--- config.mk ---
export PLATFORM = sky130hd
export DESIGN_NAME = ultrasonic_echo_ranger_top
export DESIGN_NICKNAME = d
export VERILOG_FILES = /design/src/sv/uer_pkg.sv /design/src/sv/ultrasonic_echo_ranger_top.sv
export SDC_FILE = /design/constraint.sdc
export NUM_CORES = 1
export LEC_CHECK = 0
export BUFFER_PORTS_ARGS = -buffer_cell sky130_fd_sc_hd__buf_2
export CAP_MARGIN = 20
export CELL_PAD_IN_SITES_DETAIL_PLACEMENT = 0
export CELL_PAD_IN_SITES_GLOBAL_PLACEMENT = 1
export CORE_MARGIN = 1.5
export CORE_UTILIZATION = 48
export CTS_BUF_LIST = sky130_fd_sc_hd__clkbuf_4 sky130_fd_sc_hd__clkbuf_8 sky130_fd_sc_hd__clkbuf_16
export CTS_CLUSTER_SIZE = 10
export DETAILED_ROUTE_END_ITERATION = 6
export GPL_TIMING_DRIVEN = 0
export HOLD_SLACK_MARGIN = 0.1
export PLACE_DENSITY = 0.85
export SYNTH_ARGS = -nofsm -noshare
export SYNTH_HDL_FRONTEND = slang
export SYNTH_SLANG_ARGS = --single-unit
--- constraint.sdc ---
create_clock -name clk -period 22.5 [get_ports clk]
set_input_delay 2.25 -clock clk [delete_from_list [all_inputs] [get_ports clk]]
set_output_delay 2.25 -clock clk [all_outputs]
set_load 0.02 [all_outputs]
--- src/sv/uer_pkg.sv ---
// shared types and constants for the ultrasonic echo ranger
// no dependencies
`default_nettype none

package uer_pkg;

  localparam int COUNT_BITS = 22;
  localparam int REG_W      = 22;
  localparam int IDX_W      = 3;
  localparam int DIST_W     = 17;
  localparam int STAT_W     = 2;
  localparam int REM_W      = 13;

  // distance = width * CM_NUM / CM_DEN, built up one tick at a time
  localparam logic [REM_W-1:0] CM_NUM = REM_W'(100);
  localparam logic [REM_W-1:0] CM_DEN = REM_W'(5882);

  localparam logic [IDX_W-1:0] REG_PRE_LOW   = IDX_W'(0);
  localparam logic [IDX_W-1:0] REG_TRIG_HIGH = IDX_W'(1);
  localparam logic [IDX_W-1:0] REG_POST_LOW  = IDX_W'(2);
  localparam logic [IDX_W-1:0] REG_TIMEOUT   = IDX_W'(3);
  localparam logic [IDX_W-1:0] REG_HOLDOFF   = IDX_W'(4);

  localparam logic [REG_W-1:0] RST_PRE_LOW   = REG_W'(2000);
  localparam logic [REG_W-1:0] RST_TRIG_HIGH = REG_W'(10000);
  localparam logic [REG_W-1:0] RST_POST_LOW  = REG_W'(2000);
  localparam logic [REG_W-1:0] RST_TIMEOUT   = REG_W'(1000000);
  localparam logic [REG_W-1:0] RST_HOLDOFF   = REG_W'(25000);

  localparam logic [STAT_W-1:0] STAT_OK       = STAT_W'(0);
  localparam logic [STAT_W-1:0] STAT_NO_ECHO  = STAT_W'(1);
  localparam logic [STAT_W-1:0] STAT_TOO_LONG = STAT_W'(2);

  typedef enum logic [2:0] {
    PH_IDLE = 3'd0,
    PH_PRE  = 3'd1,
    PH_HIGH = 3'd2,
    PH_POST = 3'd3,
    PH_WAIT = 3'd4,
    PH_MEAS = 3'd5,
    PH_HOLD = 3'd6
  } phase_t;

endpackage

`default_nettype wire

--- src/sv/ultrasonic_echo_ranger_top.sv ---
// ultrasonic range controller: trigger pulse, echo timing, distance in cm
// depends on uer_pkg
`default_nettype none

// One input transaction is one microsecond tick (start request plus the
// sampled echo level) and yields exactly one result transaction. The block
// takes one transaction per clock cycle while the result side does not
// stall; each passes the input register, then the result register, waiting
// there under a result stall. in_stall comes from a flop: a one-entry skid
// stage catches the transaction that arrives while the input register
// cannot move, so the input side never waits combinationally on out_stall.
// Per tick the controller first leaves any timed phase whose time has run
// out (zero-length phases take no tick), may start a new measurement from
// idle, then counts trigger low / high / low, waits for echo with a
// timeout, and measures the echo width with the same timeout. The distance
// is built while the echo is high: a remainder register gains 100 per tick
// and wraps at 5882, bumping the quotient, so no divider is needed. The user
// must write configuration only while the block is idle; nothing enforces it.
module ultrasonic_echo_ranger_top
  import uer_pkg::*;
(
  input  wire logic              clk,
  input  wire logic              rst_n,
  // configuration port
  input  wire logic              cfg_we,
  input  wire logic [IDX_W-1:0]  cfg_index,
  input  wire logic [REG_W-1:0]  cfg_wdata,
  // input channel
  input  wire logic              in_valid,
  output logic                   in_stall,
  input  wire logic              in_start_request,
  input  wire logic              in_echo_level,
  // result channel
  output logic                   out_valid,
  input  wire logic              out_stall,
  output logic                   out_trigger_out,
  output logic                   out_busy_res,
  output logic                   out_done_res,
  output logic [DIST_W-1:0]      out_distance_cm,
  output logic [STAT_W-1:0]      out_status
);

  typedef struct packed {
    phase_t                ph;
    logic [COUNT_BITS-1:0] tc;
  } ph_tc_t;

  // configuration registers
  logic [REG_W-1:0] pre_low_r, trig_high_r, post_low_r, timeout_r, holdoff_r;

  // skid stage and input register
  logic skid_v_r, s1_v_r;
  logic skid_start_r, skid_echo_r, s1_start_r, s1_echo_r;

  // controller state
  phase_t                phase_r, phase_nxt;
  logic [COUNT_BITS-1:0] tc_r, tc_nxt;
  logic [REM_W-1:0]      rem_r, rem_nxt;
  logic [DIST_W-1:0]     quo_r, quo_nxt;

  // result register
  logic              out_v_r;
  logic              trig_r, busy_r, done_r;
  logic [DIST_W-1:0] dist_r;
  logic [STAT_W-1:0] stat_r;
  logic              trig_nxt, done_nxt;
  logic [DIST_W-1:0] dist_nxt;
  logic [STAT_W-1:0] stat_nxt;

  logic in_acc, s1_adv, s1_free;

  // ---------------------------------------------------------------------
  // configuration writes, unknown indexes ignored
  // ---------------------------------------------------------------------
  always_ff @(posedge clk) begin
    if (!rst_n) begin
      pre_low_r   <= RST_PRE_LOW;
      trig_high_r <= RST_TRIG_HIGH;
      post_low_r  <= RST_POST_LOW;
      timeout_r   <= RST_TIMEOUT;
      holdoff_r   <= RST_HOLDOFF;
    end else if (cfg_we) begin
      unique case (cfg_index)
        REG_PRE_LOW:   pre_low_r   <= cfg_wdata;
        REG_TRIG_HIGH: trig_high_r <= cfg_wdata;
        REG_POST_LOW:  post_low_r  <= cfg_wdata;
        REG_TIMEOUT:   timeout_r   <= cfg_wdata;
        REG_HOLDOFF:   holdoff_r   <= cfg_wdata;
        default: ;
      endcase
    end
  end

  // ---------------------------------------------------------------------
  // handshake: skid stage, input register, result register
  // ---------------------------------------------------------------------
  assign in_stall = skid_v_r;
  assign in_acc   = in_valid && !skid_v_r;
  // input register moves when the result register is empty or being taken
  assign s1_adv   = s1_v_r && (!out_v_r || !out_stall);
  assign s1_free  = !s1_v_r || s1_adv;

  always_ff @(posedge clk) begin
    if (!rst_n) begin
      skid_v_r <= 1'b0;
      s1_v_r   <= 1'b0;
      out_v_r  <= 1'b0;
    end else begin
      // skid empties into the input register first, keeping order
      if (skid_v_r) begin
        if (s1_free) skid_v_r <= 1'b0;
      end else if (in_acc && !s1_free) begin
        skid_v_r <= 1'b1;
      end
      if (s1_free) s1_v_r <= skid_v_r || in_acc;
      if (!out_v_r || !out_stall) out_v_r <= s1_adv;
    end
  end

  always_ff @(posedge clk) begin
    if (!skid_v_r && in_acc && !s1_free) begin
      skid_start_r <= in_start_request;
      skid_echo_r  <= in_echo_level;
    end
    if (s1_free) begin
      if (skid_v_r) begin
        s1_start_r <= skid_start_r;
        s1_echo_r  <= skid_echo_r;
      end else begin
        s1_start_r <= in_start_request;
        s1_echo_r  <= in_echo_level;
      end
    end
  end

  // ---------------------------------------------------------------------
  // tick processing
  // ---------------------------------------------------------------------
  // walk through timed phases whose length is already reached
  function automatic ph_tc_t expire(ph_tc_t cur);
    ph_tc_t             r;
    logic [REG_W-1:0]   len;
    phase_t             nx;
    logic               tmd;
    r = cur;
    for (int i = 0; i < 4; i++) begin
      tmd = 1'b1;
      len = '0;
      nx  = PH_IDLE;
      case (r.ph)
        PH_PRE:  begin len = pre_low_r;   nx = PH_HIGH; end
        PH_HIGH: begin len = trig_high_r; nx = PH_POST; end
        PH_POST: begin len = post_low_r;  nx = PH_WAIT; end
        PH_HOLD: begin len = holdoff_r;   nx = PH_IDLE; end
        default: tmd = 1'b0;
      endcase
      if (tmd && (r.tc >= COUNT_BITS'(len))) begin
        r.ph = nx;
        r.tc = '0;
      end
    end
    return r;
  endfunction

  always_comb begin
    ph_tc_t cur;
    logic   done;
    cur.ph   = phase_r;
    cur.tc   = tc_r;
    rem_nxt  = rem_r;
    quo_nxt  = quo_r;
    trig_nxt = 1'b0;
    done     = 1'b0;
    dist_nxt = '0;
    stat_nxt = STAT_OK;

    // an unused phase code falls back to idle
    if (cur.ph > PH_HOLD) begin
      cur.ph = PH_IDLE;
      cur.tc = '0;
    end
    cur = expire(cur);
    if (cur.ph == PH_IDLE && s1_start_r) begin
      cur.ph = PH_PRE;
      cur.tc = '0;
      cur = expire(cur);
    end

    unique case (cur.ph) inside
      PH_PRE, PH_HIGH, PH_POST, PH_HOLD: begin
        if (cur.tc != '1) cur.tc = cur.tc + 1'b1;
        trig_nxt = (cur.ph == PH_HIGH);
      end
      PH_WAIT: begin
        if (s1_echo_r) begin
          cur.ph  = PH_MEAS;
          cur.tc  = COUNT_BITS'(1);
          rem_nxt = CM_NUM;
          quo_nxt = '0;
        end else if (cur.tc >= COUNT_BITS'(timeout_r)) begin
          done     = 1'b1;
          stat_nxt = STAT_NO_ECHO;
        end else begin
          cur.tc = cur.tc + 1'b1;
        end
      end
      PH_MEAS: begin
        if (!s1_echo_r) begin
          done     = 1'b1;
          dist_nxt = quo_r;
        end else if (cur.tc >= COUNT_BITS'(timeout_r)) begin
          done     = 1'b1;
          stat_nxt = STAT_TOO_LONG;
        end else begin
          cur.tc = cur.tc + 1'b1;
          // one more tick of width: remainder gains 100, wraps at 5882
          if ((rem_r + CM_NUM) >= CM_DEN) begin
            rem_nxt = rem_r + CM_NUM - CM_DEN;
            quo_nxt = quo_r + 1'b1;
          end else begin
            rem_nxt = rem_r + CM_NUM;
          end
        end
      end
      default: ;
    endcase

    if (done) begin
      cur.ph = PH_HOLD;
      cur.tc = '0;
    end
    done_nxt  = done;
    phase_nxt = cur.ph;
    tc_nxt    = cur.tc;
  end

  always_ff @(posedge clk) begin
    if (!rst_n) begin
      phase_r <= PH_IDLE;
      tc_r    <= '0;
    end else if (s1_adv) begin
      phase_r <= phase_nxt;
      tc_r    <= tc_nxt;
    end
  end

  always_ff @(posedge clk) begin
    if (s1_adv) begin
      rem_r  <= rem_nxt;
      quo_r  <= quo_nxt;
      trig_r <= trig_nxt;
      busy_r <= (phase_nxt != PH_IDLE);
      done_r <= done_nxt;
      dist_r <= dist_nxt;
      stat_r <= stat_nxt;
    end
  end

  assign out_valid       = out_v_r;
  assign out_trigger_out = trig_r;
  assign out_busy_res    = busy_r;
  assign out_done_res    = done_r;
  assign out_distance_cm = dist_r;
  assign out_status      = stat_r;

endmodule

`default_nettype wire

==> results.rst, run 1 <==
.. list-table::
   :header-rows: 1

   * - Metric
     - Value
   * - Result of the run
     - finished with violations
   * - Violations in the final reports
     - design-rule violations
   * - GRT Resource Usage Total
     - 35.9%
   * - Req. time, crit path
     - 22.88 ns
   * - Hold depth
     - 2
   * - Total detailed-routing wirelength
     - 58600 um
   * - HPWL reported at the end of detailed placement
     - about 47000 um
   * - XOR/XNOR Fraction of Synth Area
     - 1.29%
   * - Adder-Cell Fraction of Synth Area
     - 10.1%
   * - Number of buffers on the longest clock path
     - 2
   * - Share of the synthesized area in the top cell type
     - a little under a fifth
   * - Layout Utilization
     - 53.5%
   * - Cell at the root of the clock tree
     - clkbuf_16
   * - Post-DRT Antenna Nets
     - 0
   * - Buffers inserted by post-CTS timing repair
     - 0
   * - Flop and latch count out of synthesis
     - roughly 190
   * - Main area contributors after synthesis
     - dfxtp_1 (18%), edfxtp_1 (11%), ha_1 (9.9%)
   * - Largest family of logic cells by synthesized area
     - simple AND/OR/NAND/NOR gates
   * - Worst-case hold slack
     - 0.456 ns
   * - Final critical delay including setup and external delays
     - a little over 20 ns
   * - Predominant post-synthesis flop cell
     - dfxtp_1
   * - Initial core utilization
     - 48.8%
   * - Share of synthesized cell area in and, or, nand and nor gates
     - 25.7%
   * - Vias in the first global route
     - 14400
   * - EDFF count, synth
     - 55
   * - Clock skew
     - 0.0206 ns
   * - Headroom to the max-slew limit
     - 26.2%
   * - # IOs
     - 56
   * - Number of gates resized after cts
     - 0
   * - Area leader, netlist
     - dfxtp_1
   * - Router iterations before antenna repair
     - 7
   * - CTS Hold Bufs
     - 0
   * - Remaining routing DRC violations
     - 55
   * - Post-DR vias/cell
     - between 6 and 7
   * - Post-layout nets
     - 2130
   * - Class of the tightest hold or removal check
     - reg -> reg
   * - Number of buffers inserted by port buffering
     - 54
   * - Share of flip-flops with an asynchronous set or reset after synthesis
     - 0%
   * - Multiplexer share of the synthesized area
     - 3.63%
   * - Most frequent cell after synthesis
     - nand2_1
   * - Die width
     - ~180 um
   * - Biggest cell delay along the critical path
     - 0.90 ns
   * - Core area
     - slightly above 0.03 mm2
   * - Clock input transition at the sequential cells of the worst setup and hold paths
     - 0.08 ns
   * - Routed wire per std cell
     - 24.5 um
   * - Slowest CP cell
     - a31oi_1
   * - Final hold violation count
     - 0
   * - Setup repair after global routing missed its margin
     - false
   * - Vias after detailed routing
     - between 15000 and 20000
   * - Type of destination of the critical path
     - register
   * - Synthesis-to-finish area growth
     - 9.47%
   * - Count of maximum capacitance violations
     - 0
   * - Path type of the worst setup path
     - reg -> reg
   * - Height of the die
     - 180 um
   * - Filler cells
     - between 3000 and 4000
   * - Compound-Gate Fraction of Synth Area
     - 25.4%
   * - Sinks on the clock net
     - 193
   * - Maximum clock frequency
     - 48.8 MHz
   * - Fin. max-slew vios
     - 0
   * - Number of nets produced by synthesis
     - 2054
   * - Final period utilization
     - between 90% and 100%
   * - Most frequent cells after synthesis
     - nand2_1 (381), a21oi_1 (186), dfxtp_1 (138)
   * - Total gr overflow
     - 0
   * - Leak
     - roughly 6.6 nW
   * - Power density over cell area
     - about 160 mW/mm2
   * - First-pass GRT wire length
     - 88200 um
   * - H-Tree Depth
     - 4
   * - Worst EP arrival
     - 20.89 ns
   * - Clock buffers created by TritonCTS
     - 17
   * - Netlist area before placement
     - 0.0150 mm2
   * - Slew of the pin with the lowest slew margin
     - 1.10 ns
   * - Fraction of layout instances using a drive strength above 1
     - 7.48%
   * - Crit path launch type
     - register
   * - R2r worst-path depth
     - between 60 and 70
   * - Detailed Route Iter0 Violations
     - ~2000
   * - Total design power
     - 2.55 mW
   * - Post-synthesis cell count
     - around 1900
   * - Cell type with the highest occurrence count on the critical path
     - clkbuf_1
   * - Clock network latency to the later pin of the worst-skew pair
     - 0.47 ns
   * - Total Neg Setup Slack
     - 0 ns
   * - Post-synthesis area per instance
     - 7.87 um2
   * - Peak fanout along the critical path
     - 10
   * - Yosys warns
     - 0
   * - TritonCTS clock tree
     - built
   * - Sequential area share after synthesis
     - about 30%
   * - Peak ir drop on the vdd network
     - 110 uV
   * - Std cell rows
     - 64
   * - Routability Congestion
     - 1.02
   * - Maximum number of pins on one net before global-route repair
     - 32
   * - Number of antenna violations at the first check in global routing
     - 0
   * - DIE AREA
     - 0.0323 mm2
   * - Number of setup violations in the final report
     - 0
   * - Post-synthesis cell type count
     - 103
## through the flow
stage | setup slack, ns | cell area [um2] | instances
finish | 1.99 | 16400 | 2389
global route | 1.11 | 16400 | 2388
CTS | 2.75 | 16400 | 2388
detailed placement | 2.87 | 15800 | 2356
global placement | 1.17 | 15700 | 2353
floorplan | 6.85 | 15000 | 1903
## state kept, by name, summed over array words and instances, names as in the netlist, 2 cells and up
name / count
pre_low_r: 22
rem_r: 12
tc_r: 22
out_status: 2
phase_r: 3
holdoff_r: 22
post_low_r: 22
timeout_r: 22
out_distance_cm: 17
trig_high_r: 22
quo_r: 17
## layout make-up
cell class / count / area (um2) / area share (%)
multi-input cells: 1545 / 9920 / 60.5
flip-flops and latches: 193 / 4410 / 26.9
well taps: 396 / 495 / 3.02
clock buffers: 21 / 490 / 2.99
plain buffers: 103 / 412 / 2.51
repair buffers: 57 / 293 / 1.79
inverters: 62 / 235 / 1.43
clock inverters: 11 / 130 / 0.794
diodes: 1 / 2.50 / 0.0153
## cell families (layout without fill, tap and decap cells)
| family | after synthesis | count (layout) |
|---|---|---|
| DFF | 193 | 193 |
| adders and majority gates | 122 | 122 |
| muxes | 54 | 54 |
| xor gates and xnor gates | 22 | 22 |
| other | 0 | 1 |
| and+or+nand+nor | 813 | 813 |
| buffers and inverters | 165 | 254 |
| AOI/OAI and AO/OA | 534 | 534 |
## per-layer routing
| metal | part of all wire (%) | up-vias | global-route usage (%) |
|---|---|---|---|
| met5 | 0 | - | 0 |
| met4 | 5.7 | 0 | 19.3 |
| met3 | 9.6 | 158 | 6.95 |
| met2 | 44 | 843 | 55.1 |
| met1 | 41 | 7358 | 47.7 |
| li1 | - | 7169 | - |
## critical path, delay by kind of cell (launching register included)
family / cells / cell delay, ns
compound gates: 34 / 9.31
fa+ha+maj: 5 / 1.70
flops: 1 / 0.31
buf+inv: 12 / 4.21
mux: 1 / 0.26
simple gates: 16 / 4.58
## worst paths after layout
| path | start | to | slack (ns) |
|---|---|---|---|
| max reg2reg | phase_r[1] | tc_r[13] | 1.99 |
| max | phase_r[1] | tc_r[13] | 1.99 |
| min reg2reg | timeout_r[15] | timeout_r[15] | 0.46 |
| min | timeout_r[15] | timeout_r[15] | 0.46 |
## layout by cell type (no fill, tap or decap), types with 8 or more instances in the layout
cell type,count
nand2b_1,12
nor4_1,24
nand4_1,34
o31ai_1,11
xnor2_1,17
edfxtp_1,55
o21a_1,8
clkbuf_1,87
o22a_1,22
nor2_1,103
and2_1,83
a31oi_1,9
mux2i_1,51
a221oi_1,45
a22o_1,44
nand3b_1,8
o21ai_1,13
buf_2,61
o211ai_1,21
o21ai_0,52
and3_1,32
inv_1,59
nand2_1,381
a21oi_1,186
a21o_1,17
dfxtp_1,138
nand3_1,67
clkbuf_16,19
a211oi_1,15
ha_1,119
nor3_1,21
## report_power, final
part	switching (mW)	internal, mW	leakage (nW)
Combinational	1.23	0.563	4.62
Sequential	0.0262	0.403	1.64
Clock	0.152	0.177	0.309
(Power assumes the default switching activity.)
==> run 2: changes to the inputs <==
--- a/config.mk
+++ b/config.mk
@@ -9,14 +9,13 @@
 export CAP_MARGIN = 20
 export CELL_PAD_IN_SITES_DETAIL_PLACEMENT = 0
 export CELL_PAD_IN_SITES_GLOBAL_PLACEMENT = 1
-export CORE_MARGIN = 1.5
-export CORE_UTILIZATION = 48
+export CORE_UTILIZATION = 40
 export CTS_BUF_LIST = sky130_fd_sc_hd__clkbuf_4 sky130_fd_sc_hd__clkbuf_8 sky130_fd_sc_hd__clkbuf_16
 export CTS_CLUSTER_SIZE = 10
 export DETAILED_ROUTE_END_ITERATION = 6
 export GPL_TIMING_DRIVEN = 0
 export HOLD_SLACK_MARGIN = 0.1
-export PLACE_DENSITY = 0.85
+export PLACE_DENSITY = 0.73
 export SYNTH_ARGS = -nofsm -noshare
 export SYNTH_HDL_FRONTEND = slang
 export SYNTH_SLANG_ARGS = --single-unit
==> results.rst, run 2 (synthesis results as in run 1) <==
.. list-table::
   :header-rows: 1

   * - Metric
     - Value
   * - Result of the run
     - finished clean
   * - Router iterations before antenna repair
     - 6
   * - Post-route cell area
     - roughly 0.016 mm2
   * - Leak
     - 6.54 nW
   * - DIE AREA
     - 0.0382 mm2
   * - Total design power
     - 2.56 mW
   * - Initial core utilization
     - 40.8%
   * - Slowest CP cell
     - a21oi_1
   * - Setup repair after global routing missed its margin
     - false
   * - Number of antenna violations at the first check in global routing
     - 0
   * - First-pass GRT wire length
     - about 92000 um
   * - # IOs
     - 56
   * - H-Tree Depth
     - 4
   * - Area of placed instances
     - ~0.016 mm2
   * - Detailed Route Iter0 Violations
     - 1388
   * - Number of setup violations in the final report
     - 0
   * - Buffers inserted by post-CTS timing repair
     - 0
   * - Height of the die
     - 195 um
   * - Number of gates resized after cts
     - 0
   * - Total gr overflow
     - 0
   * - Slew of the pin with the lowest slew margin
     - 1.04 ns
   * - Synthesis-to-finish area growth
     - 9.78%
   * - Final critical delay including setup and external delays
     - approximately 20 ns
   * - Post-layout nets
     - around 2100
   * - CTS Hold Bufs
     - 0
   * - Clock network latency to the later pin of the worst-skew pair
     - between 0.4 and 0.5 ns
   * - Std cell rows
     - 70
   * - Hold path start
     - timeout_r[13]
   * - R2r worst-path depth
     - 69
   * - Total Neg Setup Slack
     - 0 ns
   * - Routability Congestion
     - 1.02
   * - Reg-to-reg endpoint
     - tc_r[13]
   * - Most frequent cells in the layout
     - nand2_1 (381), a21oi_1 (186), dfxtp_1 (138)
   * - Biggest cell delay along the critical path
     - slightly above 0.8 ns
   * - Power density over cell area
     - 156 mW/mm2
   * - Clock buffers created by TritonCTS
     - 17
   * - GRT Resource Usage Total
     - about a third
   * - Vias in the first global route
     - between 10000 and 15000
   * - Path type of the worst setup path
     - reg -> reg
   * - HPWL reported at the end of detailed placement
     - 49500 um
   * - Die width
     - 195 um
   * - Critical R2R Launch
     - phase_r[1]
   * - Final period utilization
     - 91.3%
   * - Headroom to the max-slew limit
     - 30.7%
   * - Register-to-register setup slack
     - 1.95 ns
   * - Remaining routing DRC violations
     - 0
   * - Smallest setup slack after layout
     - 1.95 ns
   * - Cell type with the highest occurrence count on the critical path
     - a21oi_1
   * - Vias after detailed routing
     - 15200
   * - Cell at the root of the clock tree
     - clkbuf_16
   * - Commonest non-fill, non-tap cell in the layout
     - nand2_1
   * - Filler cells
     - 3765
   * - Post-DR vias/cell
     - a little over 6
   * - Pre-CTS setup slack
     - 2.53 ns
   * - Type of destination of the critical path
     - register
   * - Maximum clock frequency
     - 48.7 MHz
   * - Count of maximum capacitance violations
     - 0
   * - Final hold violation count
     - 0
   * - Number of buffers inserted by port buffering
     - 54
   * - Maximum number of pins on one net before global-route repair
     - 32
   * - Peak fanout along the critical path
     - 10
   * - TritonCTS clock tree
     - built
   * - Crit path launch type
     - register
   * - Clock input transition at the sequential cells of the worst setup and hold paths
     - 0.08 ns
   * - Sinks on the clock net
     - around 190
   * - Routed wire per std cell
     - 24.8 um
   * - Destination of the worst hold path
     - timeout_r[13]
   * - Core area
     - 0.0367 mm2
   * - Worst EP arrival
     - 20.94 ns
   * - Post-DRT Antenna Nets
     - 0
   * - Clock skew
     - approximately 0.024 ns
   * - Hold depth
     - 2
   * - Peak ir drop on the vdd network
     - 90.7 uV
   * - Class of the tightest hold or removal check
     - reg -> reg
   * - Fraction of layout instances using a drive strength above 1
     - 7.48%
   * - Total detailed-routing wirelength
     - just over 60000 um
   * - Req. time, crit path
     - 22.89 ns
   * - Worst-case hold slack
     - 0.457 ns
   * - Fin. max-slew vios
     - 0
   * - Number of buffers on the longest clock path
     - 2
   * - Number of diodes
     - 0
==> run 2: worst max-delay path: cells and delay by family (launching register included) <==
kind	cells	cell delay, ns
fa+ha+maj	5	1.66
mux	1	0.26
simple gates	17	4.65
compound gates	34	9.57
flops	1	0.30
buf+inv	12	3.95
==> run 2: where the power goes <==
group          total, mW  switching (mW)  internal (mW)
clock network      0.316           0.165          0.151
registers          0.430          0.0270          0.403
logic               1.81            1.25          0.563
==> run 2: cell type report <==
class	instances	area [um2]	area share, %
plain buffers	103	412	2.50
clock buffers	18	439	2.67
clock inverters	14	140	0.852
inverters	62	235	1.43
multi-input cells	1545	9920	60.3
flip-flops and latches	193	4410	26.8
well taps	468	586	3.56
repair buffers	57	293	1.78
==> run 2: worst max-delay path by stage <==
stage / start / to / slack, ns / cells after the start
floorplan: phase_r[1] / quo_r[0] / 6.85 / 64
global placement: phase_r[1] / quo_r[5] / 0.91 / 64
detailed placement: phase_r[1] / tc_r[13] / 2.53 / 68
CTS: phase_r[1] / tc_r[13] / 2.46 / 68
global route: phase_r[1] / tc_r[12] / 0.93 / 68
finish: phase_r[1] / tc_r[13] / 1.95 / 69
==> run 2: stage by stage <==
stage / std cells / utilization (%)
final: 2460 / 44.8
after detailed placement: 2428 / 43.2
after floorplan: 1903 / -
after global routing: 2460 / 44.8
after global placement: 2425 / 43.1
after CTS: 2460 / 44.8
==> run 2: layer usage <==
layer | up-vias | routed length [um] | track usage (%)
li1 | 7153 | - | -
met4 | 0 | 2650 | 13.9
met5 | - | 0 | 0
met3 | 105 | 4140 | 5.70
met1 | 7348 | 26400 | 41.7
met2 | 608 | 27900 | 52.1
